<file path="src/sv/pmi_pkg.sv">
package pmi_pkg;

  localparam int unsigned MAX_FOLDS_DEF = 16;

  // register indexes on the configuration port
  localparam logic [2:0] REG_LENGTH_X = 3'd0;
  localparam logic [2:0] REG_LENGTH_Y = 3'd1;
  localparam logic [2:0] REG_LENGTH_Z = 3'd2;
  localparam logic [2:0] REG_TILT_XY  = 3'd3;
  localparam logic [2:0] REG_TILT_XZ  = 3'd4;
  localparam logic [2:0] REG_TILT_YZ  = 3'd5;
  localparam logic [2:0] REG_PERIODIC = 3'd6;
  localparam logic [2:0] REG_BOX_MODE = 3'd7;

  typedef logic [2:0] pc_t;

  // program entry points
  localparam pc_t PC_TRI   = 3'd0;
  localparam pc_t PC_ORTHO = 3'd4;

  typedef enum logic [1:0] {
    AX_X,
    AX_Y,
    AX_Z
  } axis_t;

  typedef enum logic {
    OP_FOLD,
    OP_EMIT
  } op_t;

  typedef struct packed {
    op_t   op;
    axis_t axis;
    logic  coupled;
    pc_t   nxt;
  } ucode_t;

  // sequencer to datapath
  typedef struct packed {
    logic  run;
    axis_t axis;
    logic  coupled;
    logic  fold;
    logic  cap_hit;
    logic  emit;
  } pmi_ctrl_t;

  // datapath to sequencer
  typedef struct packed {
    logic axis_en;
    logic out_of_range;
  } pmi_stat_t;

  // control store: triclinic program z, y, x; orthogonal program x, y, z
  function automatic ucode_t ucode(input pc_t pc);
    ucode_t w;
    case (pc)
      3'd0: w = '{op: OP_FOLD, axis: AX_Z, coupled: 1'b1, nxt: 3'd1};
      3'd1: w = '{op: OP_FOLD, axis: AX_Y, coupled: 1'b1, nxt: 3'd2};
      3'd2: w = '{op: OP_FOLD, axis: AX_X, coupled: 1'b0, nxt: 3'd3};
      3'd4: w = '{op: OP_FOLD, axis: AX_X, coupled: 1'b0, nxt: 3'd5};
      3'd5: w = '{op: OP_FOLD, axis: AX_Y, coupled: 1'b0, nxt: 3'd6};
      3'd6: w = '{op: OP_FOLD, axis: AX_Z, coupled: 1'b0, nxt: 3'd7};
      default: w = '{op: OP_EMIT, axis: AX_X, coupled: 1'b0, nxt: pc};
    endcase
    return w;
  endfunction

endpackage

</file>
<file path="src/sv/periodic_minimum_image_unit.sv">
// Minimum-image folding of one Q16.16 displacement vector. Raise start while busy is low to
// hand in an item; busy stays high until the result has gone out. Each periodic axis is
// checked and folded by one add per cycle under a small microprogram, with at most
// MAX_FOLDS folds per axis. out_valid is high for exactly one cycle and the receiver
// cannot stall it: the result must be captured in that cycle. Box registers must only be
// written while busy is low.
module periodic_minimum_image_unit #(
  parameter int unsigned MAX_FOLDS = pmi_pkg::MAX_FOLDS_DEF
) (
  input  logic               clk,
  input  logic               rst_n,
  input  logic               start,
  output logic               busy,
  input  logic signed [31:0] in_delta_x,
  input  logic signed [31:0] in_delta_y,
  input  logic signed [31:0] in_delta_z,
  input  logic               in_batch_end,
  output logic               out_valid,
  output logic signed [31:0] out_folded_x,
  output logic signed [31:0] out_folded_y,
  output logic signed [31:0] out_folded_z,
  output logic               out_fold_limit_hit,
  output logic               out_batch_last,
  input  logic               psel,
  input  logic               penable,
  input  logic               pwrite,
  input  logic [4:0]         paddr,
  input  logic [31:0]        pwdata,
  output logic [31:0]        prdata,
  output logic               pready
);

  localparam logic signed [33:0] SAT_HI = 34'sd2147483647;
  localparam logic signed [33:0] SAT_LO = -34'sd2147483648;

  function automatic logic signed [31:0] tilt_step(input logic signed [31:0] b,
                                                   input logic signed [31:0] t,
                                                   input logic up);
    logic signed [33:0] s;
    s = up ? (34'(b) + 34'(t)) : (34'(b) - 34'(t));
    if (s > SAT_HI) begin
      return SAT_HI[31:0];
    end else if (s < SAT_LO) begin
      return SAT_LO[31:0];
    end
    return s[31:0];
  endfunction

  logic [30:0]        cfg_length_x_r, cfg_length_y_r, cfg_length_z_r;
  logic signed [31:0] cfg_tilt_xy_r, cfg_tilt_xz_r, cfg_tilt_yz_r;
  logic [2:0]         cfg_periodic_r;
  logic [1:0]         cfg_box_mode_r;
  logic               cfg_wr;

  logic signed [31:0] x_r, y_r, z_r, x_nxt, y_nxt, z_nxt;
  logic               hit_r, hit_nxt;
  logic               last_r;
  logic               go;

  pmi_pkg::pmi_ctrl_t ctrl;
  pmi_pkg::pmi_stat_t stat;

  logic signed [31:0] a;
  logic [30:0]        len;
  logic signed [32:0] a_ext, len_ext, a_fold;
  logic [32:0]        mag, two_mag;
  logic               neg;

  // configuration port
  assign pready = 1'b1;
  assign cfg_wr = psel && penable && pwrite;

  always_ff @(posedge clk) begin
    if (!rst_n) begin
      cfg_length_x_r <= 31'd65536;
      cfg_length_y_r <= 31'd65536;
      cfg_length_z_r <= 31'd65536;
      cfg_tilt_xy_r  <= '0;
      cfg_tilt_xz_r  <= '0;
      cfg_tilt_yz_r  <= '0;
      cfg_periodic_r <= 3'b111;
      cfg_box_mode_r <= 2'b10;
    end else if (cfg_wr) begin
      case (paddr[4:2])
        pmi_pkg::REG_LENGTH_X: cfg_length_x_r <= pwdata[30:0];
        pmi_pkg::REG_LENGTH_Y: cfg_length_y_r <= pwdata[30:0];
        pmi_pkg::REG_LENGTH_Z: cfg_length_z_r <= pwdata[30:0];
        pmi_pkg::REG_TILT_XY:  cfg_tilt_xy_r  <= pwdata;
        pmi_pkg::REG_TILT_XZ:  cfg_tilt_xz_r  <= pwdata;
        pmi_pkg::REG_TILT_YZ:  cfg_tilt_yz_r  <= pwdata;
        pmi_pkg::REG_PERIODIC: cfg_periodic_r <= pwdata[2:0];
        pmi_pkg::REG_BOX_MODE: cfg_box_mode_r <= pwdata[1:0];
        default: ;
      endcase
    end
  end

  always_comb begin
    case (paddr[4:2])
      pmi_pkg::REG_LENGTH_X: prdata = {1'b0, cfg_length_x_r};
      pmi_pkg::REG_LENGTH_Y: prdata = {1'b0, cfg_length_y_r};
      pmi_pkg::REG_LENGTH_Z: prdata = {1'b0, cfg_length_z_r};
      pmi_pkg::REG_TILT_XY:  prdata = cfg_tilt_xy_r;
      pmi_pkg::REG_TILT_XZ:  prdata = cfg_tilt_xz_r;
      pmi_pkg::REG_TILT_YZ:  prdata = cfg_tilt_yz_r;
      pmi_pkg::REG_PERIODIC: prdata = {29'd0, cfg_periodic_r};
      pmi_pkg::REG_BOX_MODE: prdata = {30'd0, cfg_box_mode_r};
      default:               prdata = '0;
    endcase
  end

  // sequencer
  assign go   = start && !ctrl.run;
  assign busy = ctrl.run;

  pmi_seq #(
    .MAX_FOLDS (MAX_FOLDS)
  ) u_seq (
    .clk      (clk),
    .rst_n    (rst_n),
    .go       (go),
    .tri_mode (cfg_box_mode_r[0]),
    .stat     (stat),
    .ctrl     (ctrl)
  );

  // fold datapath: one range test and one add per cycle on the selected axis
  always_comb begin
    case (ctrl.axis)
      pmi_pkg::AX_Y: begin
        a            = y_r;
        len          = cfg_length_y_r;
        stat.axis_en = cfg_periodic_r[1];
      end
      pmi_pkg::AX_Z: begin
        a            = z_r;
        len          = cfg_length_z_r;
        stat.axis_en = cfg_periodic_r[2] && cfg_box_mode_r[1];
      end
      default: begin
        a            = x_r;
        len          = cfg_length_x_r;
        stat.axis_en = cfg_periodic_r[0];
      end
    endcase

    neg     = a[31];
    a_ext   = 33'(a);
    len_ext = signed'({2'b00, len});
    mag     = neg ? unsigned'(-a_ext) : unsigned'(a_ext);
    two_mag = {mag[31:0], 1'b0};
    stat.out_of_range = (two_mag > {2'b00, len});
    // negative component moves up by one box length, otherwise down
    a_fold  = neg ? (a_ext + len_ext) : (a_ext - len_ext);
  end

  always_comb begin
    x_nxt   = x_r;
    y_nxt   = y_r;
    z_nxt   = z_r;
    hit_nxt = hit_r;
    if (go) begin
      x_nxt   = in_delta_x;
      y_nxt   = in_delta_y;
      z_nxt   = in_delta_z;
      hit_nxt = 1'b0;
    end else begin
      if (ctrl.cap_hit) begin
        hit_nxt = 1'b1;
      end
      if (ctrl.fold) begin
        case (ctrl.axis)
          pmi_pkg::AX_Z: begin
            z_nxt = a_fold[31:0];
            if (ctrl.coupled) begin
              y_nxt = tilt_step(y_r, cfg_tilt_yz_r, neg);
              x_nxt = tilt_step(x_r, cfg_tilt_xz_r, neg);
            end
          end
          pmi_pkg::AX_Y: begin
            y_nxt = a_fold[31:0];
            if (ctrl.coupled) begin
              x_nxt = tilt_step(x_r, cfg_tilt_xy_r, neg);
            end
          end
          default: begin
            x_nxt = a_fold[31:0];
          end
        endcase
      end
    end
  end

  always_ff @(posedge clk) begin
    x_r   <= x_nxt;
    y_r   <= y_nxt;
    z_r   <= z_nxt;
    hit_r <= hit_nxt;
    if (go) begin
      last_r <= in_batch_end;
    end
  end

  assign out_valid          = ctrl.emit;
  assign out_folded_x       = x_r;
  assign out_folded_y       = y_r;
  assign out_folded_z       = z_r;
  assign out_fold_limit_hit = hit_r;
  assign out_batch_last     = last_r;

endmodule

</file>
<file path="src/sv/pmi_seq.sv">
module pmi_seq #(
  parameter int unsigned MAX_FOLDS = pmi_pkg::MAX_FOLDS_DEF
) (
  input  logic                clk,
  input  logic                rst_n,
  input  logic                go,
  input  logic                tri_mode,
  input  pmi_pkg::pmi_stat_t  stat,
  output pmi_pkg::pmi_ctrl_t  ctrl
);

  localparam int unsigned CNT_W = $clog2(MAX_FOLDS + 1);

  logic             run_r, run_nxt;
  pmi_pkg::pc_t     pc_r, pc_nxt;
  logic [CNT_W-1:0] cnt_r, cnt_nxt;
  pmi_pkg::ucode_t  word;
  logic             act;
  logic             at_cap;

  always_comb begin
    word   = pmi_pkg::ucode(pc_r);
    at_cap = (cnt_r == CNT_W'(MAX_FOLDS));
    act    = run_r && (word.op == pmi_pkg::OP_FOLD) && stat.axis_en && stat.out_of_range;

    ctrl.run     = run_r;
    ctrl.axis    = word.axis;
    ctrl.coupled = word.coupled;
    ctrl.fold    = act && !at_cap;
    ctrl.cap_hit = act && at_cap;
    ctrl.emit    = run_r && (word.op == pmi_pkg::OP_EMIT);

    run_nxt = run_r;
    pc_nxt  = pc_r;
    cnt_nxt = cnt_r;
    if (go) begin
      run_nxt = 1'b1;
      pc_nxt  = tri_mode ? pmi_pkg::PC_TRI : pmi_pkg::PC_ORTHO;
      cnt_nxt = '0;
    end else if (run_r) begin
      if (ctrl.emit) begin
        run_nxt = 1'b0;
      end else if (ctrl.fold) begin
        cnt_nxt = cnt_r + 1'b1;
      end else begin
        // axis in range, capped or not periodic: next step
        pc_nxt  = word.nxt;
        cnt_nxt = '0;
      end
    end
  end

  always_ff @(posedge clk) begin
    if (!rst_n) begin
      run_r <= 1'b0;
      pc_r  <= '0;
      cnt_r <= '0;
    end else begin
      run_r <= run_nxt;
      pc_r  <= pc_nxt;
      cnt_r <= cnt_nxt;
    end
  end

endmodule
</file>
<file path="config.mk">
export PLATFORM = sky130hd
export DESIGN_NAME = periodic_minimum_image_unit
export DESIGN_NICKNAME = d
export VERILOG_FILES = /design/src/sv/pmi_pkg.sv /design/src/sv/periodic_minimum_image_unit.sv /design/src/sv/pmi_seq.sv
export SDC_FILE = /design/constraint.sdc
export NUM_CORES = 1
export LEC_CHECK = 0
export ABC_CLOCK_PERIOD_IN_PS = 8300
export BUFFER_PORTS_ARGS = -buffer_cell sky130_fd_sc_hd__buf_2
export CELL_PAD_IN_SITES_DETAIL_PLACEMENT = 1
export CELL_PAD_IN_SITES_GLOBAL_PLACEMENT = 2
export CORE_UTILIZATION = 36
export DETAILED_ROUTE_END_ITERATION = 7
export GPL_TIMING_DRIVEN = 0
export PLACE_DENSITY = 0.81
export SYNTH_ARGS = -nofsm -noshare
export SYNTH_HDL_FRONTEND = slang
export SYNTH_SLANG_ARGS = --single-unit
</file>
<file path="constraint.sdc">
create_clock -name clk -period 8.3 [get_ports clk]
set_input_delay 0.415 -clock clk [delete_from_list [all_inputs] [get_ports clk]]
set_output_delay 0.415 -clock clk [all_outputs]
set_load 0.1 [all_outputs]
</file>
After elaboration in Yosys (flattened, before gate mapping)
Index checks and enable logic that the tools add are counted.
W data, S select, Z words.
{ "op_classes": {"add_sub_neg": 10, "n_lt_le_gt_ge": 7, "eq_ne": 19, "mux": 58, "bitwise_logic": 3, "reduce_logical": 33} }
{ "ops": {"columns": ["cell", "n"], "rows": [
  ["$mux W32", 21],
  ["$pmux W32 S8", 1],
  ["$pmux W32 S2", 3],
  ["$gt A34 B32 Y1 const B", 3],
  ["$lt A34 B32 Y1 const B", 3],
  ["$mux W34", 3],
  ["$add A32 B32 Y33", 3],
  ["$sub A32 B32 Y33", 3],
  ["$pmux W31 S2", 1],
  ["$pmux W7 S6", 1],
  ["$gt A33 B31 Y1", 1],
  ["$add A32 B32 Y32", 1],
  ["$neg A32 Y32", 1],
  ["$sub A32 B32 Y32", 1],
  ["$eq A3 B3 Y1 const B", 7],
  ["$mux W1", 21],
  ["$reduce_and A2 Y1", 10],
  ["$mux W3", 5],
  ["$logic_and A1 B1 Y1", 10],
  ["$eq A3 B2 Y1 const B", 3],
  ["$reduce_bool A7 Y1", 1],
  ["$eq A3 B1 Y1 const B", 2],
  ["$logic_not A3 Y1", 2],
  ["$ne A3 B2 Y1 const B", 2],
  ["other kinds (15)", 21]
]} }
{ "word_totals": {"ff_bits": 301, "inputBits": 140, "out_inout_bits": 133, "word_cells": 146} }

Longest topological paths before layout
{ "depth": {"depth_word": 17, "ltp_mapped": 28, "mapped_depth_nobuf": 25} }

Cells and area by module
Synthesis repeated with hierarchy kept, for this count alone.
{ "hier_totals": {"hier_cells": 3408, "area_unflattened_um2": 26618.0} }
{ "by_module_without_submodules": {"columns": ["mod", "n_inst", "cells_per_inst", "area_each_um2", "seq_area_each_um2"], "rows": [
  ["periodic_minimum_image_unit", 1, 3350, 26113.8, 6816.5],
  ["pmi_seq", 1, 58, 504.2, 180.2]
]} }

Least setup slack after synthesis
OpenSTA, ideal clock, no wires.
{ "synth_path": {"kind": "reg-to-reg", "start": "register u_seq.pc_r[1]", "end": "register z_r[0], in the netlist out_folded_z[0], enable pin", "setup_ns": 0.389, "t_arrival_ns": 5.832, "required_time_ns": 7.911, "slack_ns": 2.079, "stages_incl_launch_ff": 25, "n_path_buf": 2, "synth_period_minus_slack_ns": 6.221, "path_cell_list": "dfxtp_1 -> or2_2 -> a21o_1 -> ha_1 -> clkbuf_1 -> a221oi_1 -> nor2_1 -> inv_1 -> ha_1 -> o221ai_1 -> nor4_1 -> nand4_1 -> or2_2 -> o21ai_0 -> xnor2_1 -> ha_1 -> nand4_1 -> nor3_1 -> and4_1 -> mux2i_1 -> o21ai_0 -> a211oi_2 -> buf_2 -> nand2_1 -> nand2_1"} }
{ "synth_between": {"elab_chain_cells": 11, "elab_cells_between_ends": 23, "cone_classes": "add/sub (1); order compare (1); eq/ne (7); mux (5); bitwise (1); reduce/logical (8)"} }
{ "synth_lines": {"columns": ["item", "line", "rtl"], "rows": [
  ["start: declaration", "pmi_seq.sv:15", "pmi_pkg::pc_t pc_r, pc_nxt;"],
  ["start signal: assignment", "pmi_seq.sv:60", "pc_r <= pc_nxt;"],
  ["$eq A3 B3 Y1, or another cell as far along", "pmi_pkg.sv:58", "case (pc)"],
  ["$pmux W7 S6 (*)", "pmi_pkg.sv:58", null],
  ["$eq A2 B2 Y1 or $eq A2 B1 Y1 (tied branches)", "periodic_minimum_image_unit.sv:129, periodic_minimum_image_unit.sv:172", null],
  ["$pmux W32 S2", "periodic_minimum_image_unit.sv:129", "case (ctrl.axis)"],
  ["$neg A32 Y32", "periodic_minimum_image_unit.sv:150", "mag = neg ? unsigned'(-a_ext) : unsigned'(a_ext);"],
  ["$mux W32", "periodic_minimum_image_unit.sv:150", null],
  ["$gt A33 B31 Y1", "periodic_minimum_image_unit.sv:152", "stat.out_of_range = (two_mag > {2'b00, len});"],
  ["$logic_and A1 B1 Y1", "pmi_seq.sv:24", "act = run_r && (word.op == pmi_pkg::OP_FOLD) && stat.axis_en && stat.out_of_range;"],
  ["$logic_and A1 B1 Y1", "pmi_seq.sv:29", "ctrl.fold = act && !at_cap;"],
  ["$reduce_bool A2 Y1 (no line)", null, null],
  ["$reduce_and A2 Y1 (no line) (*)", null, null],
  ["end signal: assignment", "periodic_minimum_image_unit.sv:197", "z_r <= z_nxt;"],
  ["end: declaration", "periodic_minimum_image_unit.sv:55", "logic signed [31:0] x_r, y_r, z_r, x_nxt, y_nxt, z_nxt;"]
]} }
Every way passes the cells marked *; elsewhere a longest branch is shown, timed or not.
A chain may end at the register's enable or synchronous reset.

Final worst setup path
{ "layout_path": {"start": "register u_seq.pc_r[1]", "end": "register x_r[27], in the netlist out_folded_x[27] (data pin)"} }
{ "layout_between": {"elab_chain_cells": 17, "elab_cells_between_ends": 41, "cone_classes": "add/sub (2); order compare (4); eq/ne (7); mux (27); reduce/logical (1)"} }
{ "layout_lines": {"columns": ["item", "line", "rtl"], "rows": [
  ["$eq A3 B3 Y1, or another cell as far along", "pmi_pkg.sv:58", null],
  ["$pmux W7 S6 (*)", "pmi_pkg.sv:58", null],
  ["$eq A2 B2 Y1 or $eq A2 B1 Y1 (tied branches)", "periodic_minimum_image_unit.sv:129, periodic_minimum_image_unit.sv:172", null],
  ["$pmux W32 S2", "periodic_minimum_image_unit.sv:129", null],
  ["$mux W34", "periodic_minimum_image_unit.sv:40", "s = up ? (34'(b) + 34'(t)) : (34'(b) - 34'(t));"],
  ["$lt A34 B32 Y1", "periodic_minimum_image_unit.sv:43", "end else if (s < SAT_LO) begin"],
  ["$mux W1", "periodic_minimum_image_unit.sv:43", null],
  ["$mux W1", "periodic_minimum_image_unit.sv:41", "if (s > SAT_HI) begin"],
  ["(+2 left out)", null, null],
  ["$mux W1", "periodic_minimum_image_unit.sv:171", "if (ctrl.fold) begin"],
  ["$mux W1", "periodic_minimum_image_unit.sv:162", "if (go) begin"],
  ["$mux W32", "periodic_minimum_image_unit.sv:46", "return s[31:0];"],
  ["$mux W32 (on tied branches)", "periodic_minimum_image_unit.sv:182, periodic_minimum_image_unit.sv:175", null],
  ["$pmux W32 S2 (*)", "periodic_minimum_image_unit.sv:172", "case (ctrl.axis)"],
  ["$mux W32 (*)", "periodic_minimum_image_unit.sv:171", null],
  ["$mux W32 (*)", "periodic_minimum_image_unit.sv:162", null],
  ["via x_nxt[27]", "periodic_minimum_image_unit.sv:55", null],
  ["end signal: assignment", "periodic_minimum_image_unit.sv:195", "x_r <= x_nxt;"],
  ["end: declaration", "periodic_minimum_image_unit.sv:55", null]
]} }
The timed path passes the listed nets; every way through them passes the cells marked *. The select of a mux whose other input is x is not followed.

==> reports/qor.json <==
{
  "drt_iter0_markers": {"value": 2999},
  "maxSlewHeadroom": {"value": 7.95, "unit": "%"},
  "timing.critical_path.slowest_stage_cell": {"value": "xor2_1"},
  "postSynthRegisterBits": {"value": 301},
  "grt_pass1_wl": {"value": 205000, "unit": "µm"},
  "synth-edff-count": {"value": 97},
  "cp.required": {"value": 8.65, "unit": "ns"},
  "endpoint_arrival_time_on_the_critical_path": {"value": 8.54, "unit": "ns"},
  "drt_pre_antenna_iters": {"value": 8},
  "synthTopCellsByArea": {"value": "dfxtp_1 15%, edfxtp_1 11%, nand2_1 9.7%"},
  "leakagePower": {"value": 0.0128, "unit": "µW"},
  "vertical_die_dimension": {"value": 273, "unit": "µm"},
  "setup_tns": {"value": 0, "unit": "ns"},
  "synth_top_flop_cell": {"value": "dfxtp_1"},
  "global_route_usage_over_all_layers": {"value": 38.1, "unit": "%"},
  "ys_seq_area_share": {"value": 26.4, "unit": "%"},
  "buffers_plus_inverters_on_the_worst_setup_path": {"value": 6},
  "synth.largest_area_cell": {"value": "dfxtp_1"},
  "clock_transition_time_at_the_flip_flop_clock_pins_of_the_worst_setup_and_hold_paths": {"value": 0.07, "unit": "ns"},
  "max-vdd-ir-drop": {"value": 0.531, "unit": "mV"},
  "layout.cells.most_common": {"value": "nand2_1"},
  "postLayoutCellArea": {"value": 30800, "unit": "µm²"},
  "synth_top_area_share": {"value": 15.4, "unit": "%"},
  "ys.warnings.count": {"value": 0},
  "post-route-util": {"value": 42.2, "unit": "%"},
  "r2r_cells": {"value": 26},
  "ff_latch_area": {"value": 7000, "unit": "µm²"},
  "cp.depth": {"value": 26},
  "synthesis.area": {"value": 26500, "unit": "µm²"},
  "clk-insertion-delay-late": {"value": 0.61, "unit": "ns"},
  "setup_viol": {"value": 0},
  "fin_worst_skew": {"value": 0.0231, "unit": "ns"},
  "grt_setup_unrepaired": {"value": "no"},
  "worstHoldEndpoint": {"value": "out_folded_x[27]$_DFFE_PP_"},
  "grt-ovfl-total": {"value": 0},
  "holdCritPathClass": {"value": "input port to flip-flop"},
  "antenna_violations_before_repair": {"value": 2},
  "clockRootBuffer": {"value": "clkbuf_16"},
  "final-hold-violation-count": {"value": 0},
  "gp_congestion": {"value": 1.03},
  "via_count_of_the_first_global_routing_pass": {"value": 28843},
  "filler_cell_count": {"value": 9108},
  "minimum_clock_period": {"value": 8.19, "unit": "ns"},
  "core_area": {"value": 73000, "unit": "µm²"},
  "multi_input_area": {"value": 18600, "unit": "µm²"},
  "routed_wire_length_per_instance": {"value": 30.7, "unit": "µm"},
  "max-clock-path-buffers": {"value": 3},
  "outcome": {"value": "finished clean"},
  "starting_density_of_the_core": {"value": 36.3, "unit": "%"},
  "wl": {"value": 147000, "unit": "µm"},
  "area_growth_syn_to_layout": {"value": 16.1, "unit": "%"},
  "post_cts_setup_repair_buffer_count": {"value": 0},
  "cp-start-kind": {"value": "flip-flop"},
  "postSynthNetCount": {"value": 3809},
  "grt_start_max_net_pins": {"value": 22},
  "critical_path.endpoint_type": {"value": "flip-flop"},
  "port-buffer-count": {"value": 264},
  "cts_num_sinks": {"value": 301},
  "crit-reg2reg-launch": {"value": "u_seq.pc_r[1]$_SDFFE_PN0P_"},
  "cts_tree": {"value": "built"},
  "criticalPathCategory": {"value": "flip-flop to flip-flop"},
  "worst-path-max-fanout": {"value": 10},
  "cap_violations": {"value": 0},
  "hpwl": {"value": 120000, "unit": "µm"},
  "critical-path-max-stage-delay": {"value": 0.71, "unit": "ns"},
  "placementRows": {"value": 99},
  "postPlaceCellArea": {"value": 29100, "unit": "µm²"},
  "path_delay_family": {"value": "compound AO/OA/AOI/OAI gates"},
  "share_of_post_route_cells_with_drive_strength_above_1": {"value": 12.5, "unit": "%"},
  "number_of_buffers_created_by_cts": {"value": 39},
  "critical-path-top-cell-by-count": {"value": "a21o_1"},
  "synthesis.area_per_instance": {"value": 7.60, "unit": "µm²"},
  "ys_types": {"value": 88},
  "synth-async-reset-ratio": {"value": 0, "unit": "%"},
  "report.final.slew_viol_count": {"value": 0},
  "vias": {"value": 29586},
  "max_slew.worst_pin.slew": {"value": 1.37, "unit": "ns"},
  "io-pin-count": {"value": 273},
  "power_per_cell_area": {"value": 517, "unit": "nW/µm²"},
  "drc": {"value": 0},
  "cts_htree_levels": {"value": 2},
  "fmax": {"value": 0.122, "unit": "GHz"},
  "worstReg2RegEnd": {"value": "out_folded_x[27]$_DFFE_PP_"},
  "antenna_violating_nets_post_route": {"value": 0},
  "final_nets": {"value": 4117},
  "timing.final.crit_share": {"value": 98.7, "unit": "%"},
  "post_synth_inst_count": {"value": 3486},
  "layout.cells.most_common_list": {"value": "684 x nand2_1, 282 x buf_2, 254 x a21oi_1"},
  "die_width": {"value": 273, "unit": "µm"},
  "avgViaCountPerCell": {"value": 6.18},
  "hold_path_depth": {"value": 3},
  "hold_start": {"value": "in_delta_x[27]"},
  "floorplan.die_area": {"value": 74700, "unit": "µm²"},
  "ff2ff_setup_slack": {"value": 0.11, "unit": "ns"}
}
registers in the layout, indices dropped and copies added, names as in the netlist:
register            cells
cfg_periodic_r          3
cfg_box_mode_r          2
cfg_length_z_r         31
u_seq.run_r             1
cfg_tilt_xy_r          32
u_seq.cnt_r             5
cfg_tilt_yz_r          32
cfg_length_y_r         31
cfg_tilt_xz_r          32
u_seq.pc_r              3
out_batch_last          1
out_fold_limit_hit      1
out_folded_y           32
cfg_length_x_r         31
out_folded_z           32
out_folded_x           32
final cells by class:
type	instances	share of cell area, %
multi-input combinational	2906	60.6
antenna	1	0.00813
clock inverter	17	0.862
buffer	212	2.88
timing repair buffer	268	4.59
clock buffer	55	3.66
tap	959	3.90
inverter	66	0.805
sequential	301	22.7
layer usage:
layer,GRT usage (%),part of all wire (%)
met1,47.5,41
met2,61.0,45
met3,6.24,7.4
met5,0,0
met4,24.2,7.4
tightest hold or removal path: stages:
cell and delay, ns:
buf_2 0.08, nand2_1 0.04, nand2_1 0.05
synth_stat cells, types with 51 or more instances:
library cell	count
nand2_1	686
clkbuf_1	169
a22oi_1	51
inv_1	62
xnor2_1	154
ha_1	179
xor2_1	100
nand3_1	55
nor2_1	234
o21ai_0	222
edfxtp_1	97
a21o_1	89
a21boi_0	193
dfxtp_1	204
a21oi_1	254
power breakdown:
part           internal, µW  switching, µW
Combinational          3240           8270
Sequential             2020            486
Clock                  1120            787
metrics by stage:
stage          hold slack [ns]  cells  setup WS [ns]  total power, µW
6_report                0.0741   4785          0.111            15900
5_1_grt                 0.0922   4784         0.0197            16500
4_1_cts                 0.0546   4784        0.00994            15600
3_5_place_dp             0.462   4712          -1.37            13500
3_3_place_gp             0.457   4709          -2.35            13400
2_1_floorplan            0.451   3486           2.08             9820
repair_timing:
item                                    4_1_cts  5_1_grt
cloned                                        0        0
resized for setup                            42       53
endpoints found under the hold margin         1        0
hold buffers                                  1        0
endpoints found under the setup margin      172      130
pin swaps                                     0        1
worst max-delay path by stage:
stage	start	to
3_3_place_gp	u_seq.pc_r[1]$_SDFFE_PN0P_	out_folded_x[29]$_DFFE_PP_
2_1_floorplan	u_seq.pc_r[1]$_SDFFE_PN0P_	out_folded_z[0]$_DFFE_PP_
5_1_grt	u_seq.pc_r[1]$_SDFFE_PN0P_	out_folded_x[5]$_DFFE_PP_
6_report	u_seq.pc_r[1]$_SDFFE_PN0P_	out_folded_x[27]$_DFFE_PP_
3_5_place_dp	u_seq.pc_r[1]$_SDFFE_PN0P_	out_folded_x[29]$_DFFE_PP_
4_1_cts	u_seq.pc_r[1]$_SDFFE_PN0P_	out_folded_x[29]$_DFFE_PP_
kinds of logic (layout without fill, tap and decap cells):
family	after synthesis	after routing	synth area share, %
compound gates	1168	1168	29.3
xor+xnor	254	254	8.39
fa+ha+maj	183	183	8.75
buf+inv	279	618	4.08
flops	301	301	26.4
mux	65	65	2.59
other cells	1	2	0.0141
simple gates	1235	1235	20.4
Power figures use the tool's default switching activity.
